File: src/rtl/core/hkta_pkg.sv
// Shared constants and the usage-code to ASCII table for the HID keyboard decoder.
// No dependencies; used by hkta_front, hkta_back and the top level.
`default_nettype none

package hkta_pkg;

  localparam int unsigned CHAR_W    = 7;
  localparam int unsigned CODE_W    = 8;
  localparam int unsigned MODS_W    = 8;
  localparam int unsigned CFG_IDX_W = 8;
  localparam int unsigned CFG_DAT_W = 8;

  localparam logic [CODE_W-1:0] CODE_LOW   = 8'd4;
  localparam logic [CODE_W-1:0] CODE_HIGH  = 8'd56;
  localparam logic [MODS_W-1:0] SHIFT_MASK = 8'h22;

  // configuration register indexes
  localparam logic [CFG_IDX_W-1:0] REG_FIRST_DELAY = 8'd0;
  localparam logic [CFG_IDX_W-1:0] REG_NEXT_DELAY  = 8'd1;

  localparam logic [CFG_DAT_W-1:0] FIRST_DELAY_RST = 8'd20;
  localparam logic [CFG_DAT_W-1:0] NEXT_DELAY_RST  = 8'd1;

  function automatic logic code_mapped(input logic [CODE_W-1:0] code);
    return (code >= CODE_LOW) && (code <= CODE_HIGH);
  endfunction

  // Character for a usage code; only meaningful when code_mapped() is true.
  function automatic logic [CHAR_W-1:0] code_char(input logic [CODE_W-1:0] code,
                                                  input logic shift);
    logic [CHAR_W-1:0] off;
    logic [CHAR_W-1:0] ch;
    off = code[CHAR_W-1:0] - 7'd4;
    ch  = 7'h00;
    if (code <= 8'd29) begin
      ch = (shift ? 7'h41 : 7'h61) + off;
    end else begin
      case (code)
        8'd30:   ch = shift ? 7'h21 : 7'h31;
        8'd31:   ch = shift ? 7'h40 : 7'h32;
        8'd32:   ch = shift ? 7'h23 : 7'h33;
        8'd33:   ch = shift ? 7'h24 : 7'h34;
        8'd34:   ch = shift ? 7'h25 : 7'h35;
        8'd35:   ch = shift ? 7'h5E : 7'h36;
        8'd36:   ch = shift ? 7'h26 : 7'h37;
        8'd37:   ch = shift ? 7'h2A : 7'h38;
        8'd38:   ch = shift ? 7'h28 : 7'h39;
        8'd39:   ch = shift ? 7'h29 : 7'h30;
        8'd40:   ch = 7'h0A;
        8'd41:   ch = 7'h1B;
        8'd42:   ch = 7'h08;
        8'd43:   ch = 7'h09;
        8'd44:   ch = 7'h20;
        8'd45:   ch = shift ? 7'h5F : 7'h2D;
        8'd46:   ch = shift ? 7'h2B : 7'h3D;
        8'd47:   ch = shift ? 7'h7B : 7'h5B;
        8'd48:   ch = shift ? 7'h7D : 7'h5D;
        8'd49:   ch = shift ? 7'h7C : 7'h5C;
        8'd50:   ch = 7'h2E;
        8'd51:   ch = shift ? 7'h3A : 7'h3B;
        8'd52:   ch = shift ? 7'h22 : 7'h27;
        8'd53:   ch = shift ? 7'h7E : 7'h60;
        8'd54:   ch = shift ? 7'h3C : 7'h2C;
        8'd55:   ch = shift ? 7'h3E : 7'h2E;
        8'd56:   ch = shift ? 7'h3F : 7'h2F;
        default: ch = 7'h00;
      endcase
    end
    return ch;
  endfunction

endpackage

`default_nettype wire

File: src/rtl/core/hid_keyboard_report_to_ascii_top.sv
// Top level of the HID boot keyboard report to ASCII decoder.
// Depends on hkta_pkg, hkta_front, hkta_fifo and hkta_back.
`default_nettype none

// One keyboard report is taken per request on the s_ side; each newly pressed key
// with a code from 4 to 56 becomes one ASCII character on the m_ side, in slot order,
// with tlast on the final character of that report, and a key held unchanged across
// reports repeats on the countdown set by the two delay registers. The classifier
// takes a report every cycle while its two-entry queue has room; the serializer sends
// one character per cycle while m_tready is high, and a report's first character passes
// through the queue, the serializer's pending set and its output register.
// Reports that produce nothing never enter the queue. Register 0 is the first-repeat
// delay (reset 20), register 1 the next-repeat delay (reset 1); write them while idle.
module hid_keyboard_report_to_ascii_top #(
  parameter int unsigned KEY_SLOTS = 6
) (
  input  wire logic                               clk,
  input  wire logic                               rst,
  input  wire logic                               s_tvalid,
  output logic                                    s_tready,
  // modifiers, key_slot0, key_slot1, ... (8 bits each)
  input  wire logic [8*(KEY_SLOTS+1)-1:0]         s_tdata,
  output logic                                    m_tvalid,
  input  wire logic                               m_tready,
  // ascii_char, then one zero pad bit
  output logic      [7:0]                         m_tdata,
  output logic                                    m_tlast,
  input  wire logic                               cfg_valid,
  output logic                                    cfg_ready,
  input  wire logic [hkta_pkg::CFG_IDX_W-1:0]     cfg_index,
  input  wire logic [hkta_pkg::CFG_DAT_W-1:0]     cfg_data
);

  localparam int unsigned JOB_W = (KEY_SLOTS + 1) * (hkta_pkg::CHAR_W + 1);

  logic [hkta_pkg::MODS_W-1:0]                  mods;
  logic [KEY_SLOTS-1:0][hkta_pkg::CODE_W-1:0]   keys;
  logic                                         push;
  logic [KEY_SLOTS:0]                           push_mask;
  logic [KEY_SLOTS:0][hkta_pkg::CHAR_W-1:0]     push_chars;
  logic                                         q_full;
  logic                                         q_avail;
  logic                                         q_pop;
  logic [JOB_W-1:0]                             q_data;
  logic [KEY_SLOTS:0]                           q_mask;
  logic [KEY_SLOTS:0][hkta_pkg::CHAR_W-1:0]     q_chars;
  logic [hkta_pkg::CHAR_W-1:0]                  out_char;

  assign cfg_ready = 1'b1;
  assign mods      = s_tdata[7:0];

  for (genvar i = 0; i < KEY_SLOTS; i++) begin : g_slot
    assign keys[i] = s_tdata[8*(i+1) +: 8];
  end

  hkta_front #(.KEY_SLOTS(KEY_SLOTS)) u_front (
    .clk        (clk),
    .rst        (rst),
    .in_valid   (s_tvalid),
    .in_ready   (s_tready),
    .mods       (mods),
    .keys       (keys),
    .cfg_valid  (cfg_valid),
    .cfg_index  (cfg_index),
    .cfg_data   (cfg_data),
    .q_full     (q_full),
    .push       (push),
    .push_mask  (push_mask),
    .push_chars (push_chars)
  );

  hkta_fifo #(.WIDTH(JOB_W), .DEPTH(2)) u_fifo (
    .clk       (clk),
    .rst       (rst),
    .push      (push),
    .push_data ({push_chars, push_mask}),
    .full      (q_full),
    .pop       (q_pop),
    .avail     (q_avail),
    .pop_data  (q_data)
  );

  assign q_mask  = q_data[KEY_SLOTS:0];
  assign q_chars = q_data[JOB_W-1:KEY_SLOTS+1];

  hkta_back #(.KEY_SLOTS(KEY_SLOTS)) u_back (
    .clk       (clk),
    .rst       (rst),
    .q_avail   (q_avail),
    .q_mask    (q_mask),
    .q_chars   (q_chars),
    .q_pop     (q_pop),
    .out_valid (m_tvalid),
    .out_ready (m_tready),
    .out_char  (out_char),
    .out_last  (m_tlast)
  );

  assign m_tdata = {1'b0, out_char};

endmodule

`default_nettype wire

File: src/rtl/core/hkta_fifo.sv
// Small synchronous queue between the report classifier and the character serializer.
// No dependencies.
`default_nettype none

module hkta_fifo #(
  parameter int unsigned WIDTH = 8,
  parameter int unsigned DEPTH = 2
) (
  input  wire logic             clk,
  input  wire logic             rst,
  input  wire logic             push,
  input  wire logic [WIDTH-1:0] push_data,
  output logic                  full,
  input  wire logic             pop,
  output logic                  avail,
  output logic      [WIDTH-1:0] pop_data
);

  localparam int unsigned PTR_W = (DEPTH > 1) ? $clog2(DEPTH) : 1;
  localparam int unsigned CNT_W = $clog2(DEPTH + 1);

  logic [WIDTH-1:0] entry [DEPTH];
  logic [PTR_W-1:0] wptr;
  logic [PTR_W-1:0] rptr;
  logic [CNT_W-1:0] count;
  logic             do_push;
  logic             do_pop;

  assign full     = (count == CNT_W'(DEPTH));
  assign avail    = (count != '0);
  assign do_push  = push && !full;
  assign do_pop   = pop && avail;
  assign pop_data = entry[rptr];

  always_ff @(posedge clk) begin
    if (rst) begin
      wptr  <= '0;
      rptr  <= '0;
      count <= '0;
    end else begin
      if (do_push) begin
        wptr <= (wptr == PTR_W'(DEPTH - 1)) ? '0 : wptr + 1'b1;
      end
      if (do_pop) begin
        rptr <= (rptr == PTR_W'(DEPTH - 1)) ? '0 : rptr + 1'b1;
      end
      if (do_push && !do_pop) begin
        count <= count + 1'b1;
      end else if (do_pop && !do_push) begin
        count <= count - 1'b1;
      end
    end
  end

  always_ff @(posedge clk) begin
    if (do_push) begin
      entry[wptr] <= push_data;
    end
  end

endmodule

`default_nettype wire

File: src/rtl/core/hkta_front.sv
// Report classifier: finds new presses and the held-key repeat, keeps the previous
// report and the repeat countdown. Depends on hkta_pkg.
`default_nettype none

module hkta_front #(
  parameter int unsigned KEY_SLOTS = 6
) (
  input  wire logic                                         clk,
  input  wire logic                                         rst,
  input  wire logic                                         in_valid,
  output logic                                              in_ready,
  input  wire logic [hkta_pkg::MODS_W-1:0]                  mods,
  input  wire logic [KEY_SLOTS-1:0][hkta_pkg::CODE_W-1:0]   keys,
  input  wire logic                                         cfg_valid,
  input  wire logic [hkta_pkg::CFG_IDX_W-1:0]               cfg_index,
  input  wire logic [hkta_pkg::CFG_DAT_W-1:0]               cfg_data,
  input  wire logic                                         q_full,
  output logic                                              push,
  output logic      [KEY_SLOTS:0]                           push_mask,
  output logic      [KEY_SLOTS:0][hkta_pkg::CHAR_W-1:0]     push_chars
);

  logic [KEY_SLOTS-1:0][hkta_pkg::CODE_W-1:0] prev_keys;
  logic [7:0]                                 countdown;
  logic [7:0]                                 countdown_next;
  logic [hkta_pkg::CFG_DAT_W-1:0]             first_delay;
  logic [hkta_pkg::CFG_DAT_W-1:0]             next_delay;

  logic                          accept;
  logic                          shift;
  logic                          unchanged;
  logic                          any_key;
  logic                          hold;
  logic                          do_repeat;
  logic [hkta_pkg::CODE_W-1:0]   held;
  logic [KEY_SLOTS-1:0]          seen;

  assign in_ready = !q_full;
  assign accept   = in_valid && in_ready;
  assign shift    = (mods & hkta_pkg::SHIFT_MASK) != '0;

  always_comb begin
    unchanged = 1'b1;
    any_key   = 1'b0;
    held      = '0;
    seen      = '0;
    for (int i = 0; i < KEY_SLOTS; i++) begin
      if (keys[i] != prev_keys[i]) begin
        unchanged = 1'b0;
      end
      if (keys[i] != '0) begin
        any_key = 1'b1;
        held    = keys[i];
      end
      for (int j = 0; j < KEY_SLOTS; j++) begin
        if (keys[i] == prev_keys[j]) begin
          seen[i] = 1'b1;
        end
      end
    end
  end

  assign hold      = unchanged && any_key;
  assign do_repeat = hold && (countdown == '0);

  always_comb begin
    for (int i = 0; i < KEY_SLOTS; i++) begin
      push_mask[i]  = (keys[i] != '0) && !seen[i] && hkta_pkg::code_mapped(keys[i]);
      push_chars[i] = hkta_pkg::code_char(keys[i], shift);
    end
    // top entry carries the typematic repeat, which is never issued alongside new presses
    push_mask[KEY_SLOTS]  = do_repeat && hkta_pkg::code_mapped(held);
    push_chars[KEY_SLOTS] = hkta_pkg::code_char(held, shift);
  end

  assign push = accept && (push_mask != '0);

  always_comb begin
    if (!hold) begin
      countdown_next = first_delay;
    end else if (do_repeat) begin
      countdown_next = next_delay;
    end else begin
      countdown_next = countdown - 8'd1;
    end
  end

  always_ff @(posedge clk) begin
    if (rst) begin
      prev_keys   <= '0;
      countdown   <= '0;
      first_delay <= hkta_pkg::FIRST_DELAY_RST;
      next_delay  <= hkta_pkg::NEXT_DELAY_RST;
    end else begin
      if (accept) begin
        prev_keys <= keys;
        countdown <= countdown_next;
      end
      if (cfg_valid) begin
        case (cfg_index)
          hkta_pkg::REG_FIRST_DELAY: first_delay <= cfg_data;
          hkta_pkg::REG_NEXT_DELAY:  next_delay  <= cfg_data;
          default: ;
        endcase
      end
    end
  end

  a_reload_first: assert property (@(posedge clk) disable iff (rst)
    accept && !hold |=> countdown == $past(first_delay))
    else $error("countdown not reloaded with first delay");

  a_reload_next: assert property (@(posedge clk) disable iff (rst)
    accept && do_repeat |=> countdown == $past(next_delay))
    else $error("countdown not reloaded after repeat");

  a_repeat_alone: assert property (@(posedge clk) disable iff (rst)
    push && push_mask[KEY_SLOTS] |-> push_mask[KEY_SLOTS-1:0] == '0)
    else $error("repeat issued alongside new presses");

endmodule

`default_nettype wire

File: src/rtl/core/hkta_back.sv
// Character serializer: takes one queued report at a time and sends its characters
// lowest slot first, registered, one per cycle unless stalled. Depends on hkta_pkg.
`default_nettype none

module hkta_back #(
  parameter int unsigned KEY_SLOTS = 6
) (
  input  wire logic                                     clk,
  input  wire logic                                     rst,
  input  wire logic                                     q_avail,
  input  wire logic [KEY_SLOTS:0]                       q_mask,
  input  wire logic [KEY_SLOTS:0][hkta_pkg::CHAR_W-1:0] q_chars,
  output logic                                          q_pop,
  output logic                                          out_valid,
  input  wire logic                                     out_ready,
  output logic      [hkta_pkg::CHAR_W-1:0]              out_char,
  output logic                                          out_last
);

  logic [KEY_SLOTS:0]                       pend;
  logic [KEY_SLOTS:0][hkta_pkg::CHAR_W-1:0] chars;
  logic [KEY_SLOTS:0]                       sel;
  logic [KEY_SLOTS:0]                       rem;
  logic [hkta_pkg::CHAR_W-1:0]              ch;
  logic                                     adv;

  // lowest pending entry
  assign sel = pend & (~pend + 1'b1);
  assign rem = pend & ~sel;

  always_comb begin
    ch = '0;
    for (int i = 0; i <= KEY_SLOTS; i++) begin
      ch = ch | (chars[i] & {hkta_pkg::CHAR_W{sel[i]}});
    end
  end

  assign adv   = (pend != '0) && (!out_valid || out_ready);
  assign q_pop = q_avail && ((pend == '0) || (adv && (rem == '0)));

  always_ff @(posedge clk) begin
    if (rst) begin
      pend      <= '0;
      out_valid <= 1'b0;
    end else begin
      if (q_pop) begin
        pend <= q_mask;
      end else if (adv) begin
        pend <= rem;
      end
      if (adv) begin
        out_valid <= 1'b1;
      end else if (out_ready) begin
        out_valid <= 1'b0;
      end
    end
  end

  always_ff @(posedge clk) begin
    if (q_pop) begin
      chars <= q_chars;
    end
    if (adv) begin
      out_char <= ch;
      out_last <= (rem == '0);
    end
  end

  a_more_pending: assert property (@(posedge clk) disable iff (rst)
    out_valid && !out_last |-> pend != '0)
    else $error("non-final character with nothing left");

  a_hold_stalled: assert property (@(posedge clk) disable iff (rst)
    out_valid && !out_ready && (pend != '0) |=> $stable(pend))
    else $error("pending set moved while output stalled");

  a_pop_idle: assert property (@(posedge clk) disable iff (rst)
    q_pop |=> pend != '0)
    else $error("empty request taken from queue");

endmodule

`default_nettype wire
File: config.mk
export PLATFORM = sky130hd
export DESIGN_NAME = hid_keyboard_report_to_ascii_top
export DESIGN_NICKNAME = d
export VERILOG_FILES = /design/src/rtl/core/hkta_pkg.sv /design/src/rtl/core/hid_keyboard_report_to_ascii_top.sv /design/src/rtl/core/hkta_fifo.sv /design/src/rtl/core/hkta_front.sv /design/src/rtl/core/hkta_back.sv
export SDC_FILE = /design/constraint.sdc
export NUM_CORES = 1
export LEC_CHECK = 0
export ABC_CLOCK_PERIOD_IN_PS = 10300
export BUFFER_PORTS_ARGS = -buffer_cell sky130_fd_sc_hd__buf_2
export CORE_MARGIN = 2
export CORE_UTILIZATION = 30
export CTS_CLUSTER_SIZE = 25
export DETAILED_ROUTE_END_ITERATION = 10
export RECOVER_POWER = 25
export SLEW_MARGIN = 20
export SYNTH_ARGS = -nofsm -noshare
export SYNTH_HDL_FRONTEND = slang
export SYNTH_SLANG_ARGS = --single-unit
export TNS_END_PERCENT = 10
File: constraint.sdc
create_clock -name clk -period 10.3 [get_ports clk]
set_input_delay 0.515 -clock clk [delete_from_list [all_inputs] [get_ports clk]]
set_output_delay 0.515 -clock clk [all_outputs]
set_load 0.01 [all_outputs]
* Word level (Yosys, flattened, before mapping)
Memory sizes are Yosys's and may differ from the RTL's. A register that Yosys moved wholly into a read port is not among the register bits.
Index checks and enable logic that the tools add are counted.
Widths: inputs -> output; s select.
** Storage, ports and cells
- Register bits after elaboration :: 141
- Input bits :: 77
- Word-level logic and storage cells :: 481
- RAM bits :: 112
- Memories :: 1
- Output and inout port bits :: 12
** Cells by class
- Reductions and logical operators :: 62
- Eq/ne operators :: 233
- Bitwise gates (word level) :: 17
- $lt $le $gt $ge :: 21
- Add/subtract/negate cells :: 20
- Mux-type cells :: 104
** Memory list
- u_fifo.entry :: words 2, bits a word 56, read ports 1, clocked after memory_dff 1, wr ports 1, RTL line hkta_fifo.sv:22 : logic [WIDTH-1:0] entry [DEPTH];
** Operators by type and width (number)
- $eq 8x6->1 const B :: 175
- $pmux 7 s27 :: 7
- $eq 8x8->1 :: 36
- $eq 8x5->1 const B :: 14
- $mux 7 :: 12
- $mux 5 :: 13
- $mux 8 :: 8
- $and 7x7->7 :: 9
- $mux 1 :: 57
- $ge 8x3->1 const B :: 7
- $le 8x5->1 const B :: 7
- $le 8x6->1 const B :: 7
- $reduce_bool 8->1 :: 7
- $add 7x7->7 :: 7
- $sub 7x3->7 const B :: 7
- $ne 8x8->1 :: 6
- $or 7x7->7 :: 6
- $logic_and 1x1->1 :: 31
- $mux 6 :: 4
- $logic_not 8->1 :: 2
- $logic_not 7->1 :: 2
- $not 7->7 :: 2
- $reduce_bool 7->1 :: 2
- $logic_not 1->1 :: 10
- other kinds (12) :: 19

* Longest topological paths before layout
- Depth after elaboration :: 17
- Gate-level depth with buffers :: 23
- Mapped depth without buffers :: 20

* Modules after synthesis
Synthesis repeated with hierarchy kept, for this count alone.
** Second synthesis, totals
- Cells, all modules :: 2308
- Area total of the unflattened synthesis :: 19956.6 um2
** Modules (own cells, without submodules)
- hkta_front :: cells each 1938, area an instance 13130.1 um2, instances 1, sequential area each 1441.4 um2
- hkta_fifo :: cells each 199, area an instance 4254.1 um2, instances 1, sequential area each 3463.3 um2
- hkta_back :: cells each 167, area an instance 2549.9 um2, instances 1, sequential area each 1871.8 um2
- hid_keyboard_report_to_ascii_top :: cells each 4, area an instance 22.5 um2, instances 1, sequential area each 0.0 um2

* Worst setup path before layout
OpenSTA, ideal clock, no wires.
- Path type :: in2reg
- Start :: input s_tdata[18]
- End :: memory u_fifo.entry[1][0] (netlist name), enable pin
- Slack :: 4.794 ns
- Cell stages on the path :: 18
- Arrival time :: 5.086 ns
- Setup time :: 0.420 ns
- Cell sequence :: clkbuf_1 -> inv_1 -> ha_1 -> clkbuf_1 -> and4bb_2 -> nand2_1 -> a21oi_1 -> a221oi_1 -> a211oi_1 -> a211oi_1 -> a21oi_1 -> mux2i_1 -> ha_1 -> clkbuf_8 -> nand2_1 -> a311o_4 -> a31oi_4 -> and2_1
** Between the ends
- Word-level cells in the longest chain between the ends :: 15
** RTL lines
- start: declaration :: RTL line hid_keyboard_report_to_ascii_top.sv:22 : input wire logic [8*(KEY_SLOTS+1)-1:0] s_tdata,
- branches (longest 10 deep; another with $ge 8x3->1)
- $reduce_bool 7->1 * :: RTL line hkta_front.sv:76 : assign push = accept && (push_mask != '0);
- $logic_and 1x1->1 * :: RTL line hkta_front.sv:76
- $logic_and 1x1->1 * :: RTL line hkta_fifo.sv:31 : assign do_push = push && !full;
- named net u_fifo.do_push :: RTL line hkta_fifo.sv:26 : logic do_push;
- $mux 1 * :: RTL line hkta_fifo.sv:56 : if (do_push) begin
- $mux 1 (implied by the code) * :: RTL line hkta_fifo.sv:57 : entry[wptr] <= push_data;
- end: declaration :: RTL line hkta_fifo.sv:22
Mark *: on every way through the listed nets, which the timed path passes.

* Worst setup path after layout
- Start :: input s_tdata[18]
- End :: memory u_fifo.entry[1][23] (netlist name), enable pin
Same word-level chain as after synthesis.

==> out/qor.yml <==
postCtsSetupRepairBufs: 0
area_growth_pct: 7.75
synth-edff-count: 169
vias: 17488
routabilityCongestion: 0.934
ys_seq_elements: 254
firstDrtPassIters: 7
failed_checks: "max-capacitance violations, max-slew violations"
final_layout_size_suffix_gt1_share_pct: 9.30
r2r_end: "u_fifo.entry[1][23]"
path_cells: "clkbuf_1 -> inv_1 -> ha_1 -> and4bb_2 -> nand2_1 -> a21oi_1 -> a221oi_1 -> a211oi_1 -> a211oi_1 -> a21oi_1 -> mux2i_1 -> ha_1 -> nand2_1 -> nand2_1 -> o31ai_1 -> a311o_4 -> a31oi_4 -> and2_2 -> buf_4"
wl_per_cell_um: 20.0
finalNetCount: 2428
wl_mm: 63.1
ctsResizeCount: 0
ff2ff_path_depth: 10
path_clk_slew_ps: 60
synth_ff_type: "edfxtp_1"
cts_tree: "yes"
numClockSinks: 254
die_x_um: 263
initial_core_util_pct: 30.4
status: "finished, violations left"
cts-root-buf: "clkbuf_16"
cap_viol_max_count: 2
cp.depth: 19
htree_levels: 1
max_freq_mhz: 176
insertion_delay_ps: 580
whs_ps: 157
ctsHoldBuffers: 0
die_h_um: 263
grt_pass1_wl_mm: 96.6
yosys.area.top_type_share_pct: 25.3
syn_inst: 2355
grt_use_total_pct: 17.6
grt_max_degree: 69
crit_top_cell: "nand2_1"
critPathMaxStageDelay_ps: 710
hp-class: "in2reg"
endpoint_kind: "flop"
crit_arrival_ps: 5880
leakagePower_nw: 7.89
finalCritPeriodShare_pct: 55.2
cp_top_family: "buffers and inverters"
wl_met1_mm: 27.2
synthesis.nets: 2524
synth.area.top_cells: "edfxtp_1, dfxtp_1, xor2_1"
routed-wl-met2_mm: 28.4
dr_wl_met3_mm: 5.50
cp_slowest_cell: "clkbuf_1"
crit_type: "in2reg"
core_mm2: 0.0660
synthArstFlopShare_pct: 0
hold_violations: 0
synth_area_leader_cell: "edfxtp_1"
syn_avg_cell_area_um2: 8.52
cts_buffers: 28
crit_fanout: 56
dieArea_mm2: 0.0690
required_ps: 10490
final.setup.tns_ps: 0
cp-start-kind: "input port"
crit_start: "s_tdata[18]"
endpoint: "u_fifo.entry[1][23]"
yosys_warnings: 0
port_buffers: 80
top_layer: "met5"
ys_types: 91
setup_viol: 0
first_iter_violations: 1610
worstMarginPinSlew_ps: 3260
rrSetupSlack_ps: 6090
crit_buf_inv: 3
fill_cells: 6856
grt_pass1_vias: 15991
rsz0062_at_grt: "no"
viasPerCell: 5.56
ctsLongestPathBuffers: 3
relSlewSlack_pct: -117
slew_viol_final: 107
ant_nets: 0
final_cell_mix: "nand2_1, a21oi_1, xor2_1, edfxtp_1, xnor2_1"
final_common_cell: "nand2_1"
synth_area_mm2: 0.0201
min_from: "cfg_data[4]"
finClkSkew_ps: 27.1
p_per_area_mw_per_mm2: 163
r2r_start: "u_front.prev_keys[46]"
ir_drop_mv: 0.121
pin_count: 89
finalCriticalPeriod_ps: 5690
antenna_found_initial: 9
rows: 94
grt_overflow: 0
synth_seq_area_share_pct: 33.8
dp_hpwl_mm: 43.6
drcViolationCount: 0
metal layers:
layer | track usage, % | vias to the layer above
met5 | 0 | -
met4 | 5.47 | 10
met3 | 3.02 | 136
met2 | 27.9 | 813
met1 | 24.2 | 8307
li1 | - | 8222
power breakdown:
part	internal, mW	switching (mW)	total (mW)
registers	1.38	0.155	1.54
logic	0.387	0.643	1.03
clock network	0.547	0.412	0.960
how the worst min path moves through the flow:
stage | depth (start not counted) | to
after detailed placement | 1 | u_front.next_delay[0]
final | 2 | u_front.first_delay[4]
after global routing | 2 | u_front.first_delay[4]
after global placement | 2 | u_front.next_delay[4]
after floorplan | 1 | u_front.next_delay[0]
after CTS | 2 | u_front.first_delay[4]
synth_stat cells (58+ instances only):
cell type,n
xnor2_1,155
edfxtp_1,169
ha_1,92
a21oi_1,199
nor2_1,121
o21ai_0,143
dfxtp_1,85
inv_1,74
mux2_2,59
nand3_1,58
nand2_1,280
clkbuf_1,162
xor2_1,172
metrics by stage:
| stage | cell area [um^2] | worst slack [ps] | total power, mW | cells | utilization (%) |
|---|---|---|---|---|---|
| 2_1_floorplan | 20100 | 4790 | 2.27 | 2355 | - |
| 3_5_place_dp | 20700 | 4400 | 2.59 | 3093 | 31.4 |
| 3_3_place_gp | 20700 | 4420 | 2.58 | 3093 | 31.4 |
| 5_1_grt | 21600 | 4210 | 3.73 | 3146 | 32.8 |
| 6_report | 21600 | 4610 | 3.53 | 3148 | 32.8 |
| 4_1_cts | 21600 | 4980 | 3.56 | 3143 | 32.8 |
cells by family after synthesis:
logic type	count (synthesis)	synth area share [%]
compound gates	604	19.0
xor+xnor	327	14.3
fa+ha+maj	94	5.84
buf+inv	298	6.14
flops	254	33.8
mux	82	4.46
other cells	2	0.0374
simple gates	694	16.5
worst reg2reg max path, cell delays in order, from the launching register on:
cell and delay [ps]:
dfxtp_1 620, xor2_1 130, nor4_1 620, nand4bb_1 190
nor4b_2 280, buf_4 290, nand2_1 230, a311o_4 450
a31oi_4 210, and2_2 160, buf_4 600
registers in the layout, indices dropped and copies added (netlist names), named ones only:
register / flops
u_back.chars: 49
u_back.out_char: 7
u_back.out_last: 1
u_back.out_valid: 1
u_back.pend: 7
u_fifo.count: 2
u_fifo.entry: 112
u_fifo.rptr: 1
u_fifo.wptr: 1
u_front.countdown: 8
u_front.first_delay: 8
u_front.next_delay: 8
u_front.prev_keys: 48
area by class of cell:
class                   count  area [um^2]  share of cell area, %
clock inverters            14          118                  0.544
well taps                 864         1080                   5.00
inverters                  75          282                   1.30
flip-flops and latches    254         6780                   31.3
multi-input cells        1803        12100                   55.9
diodes                      5         12.5                 0.0579
clock buffers              36          762                   3.52
repair buffers             97          505                   2.34
(Power assumes the default switching activity.)
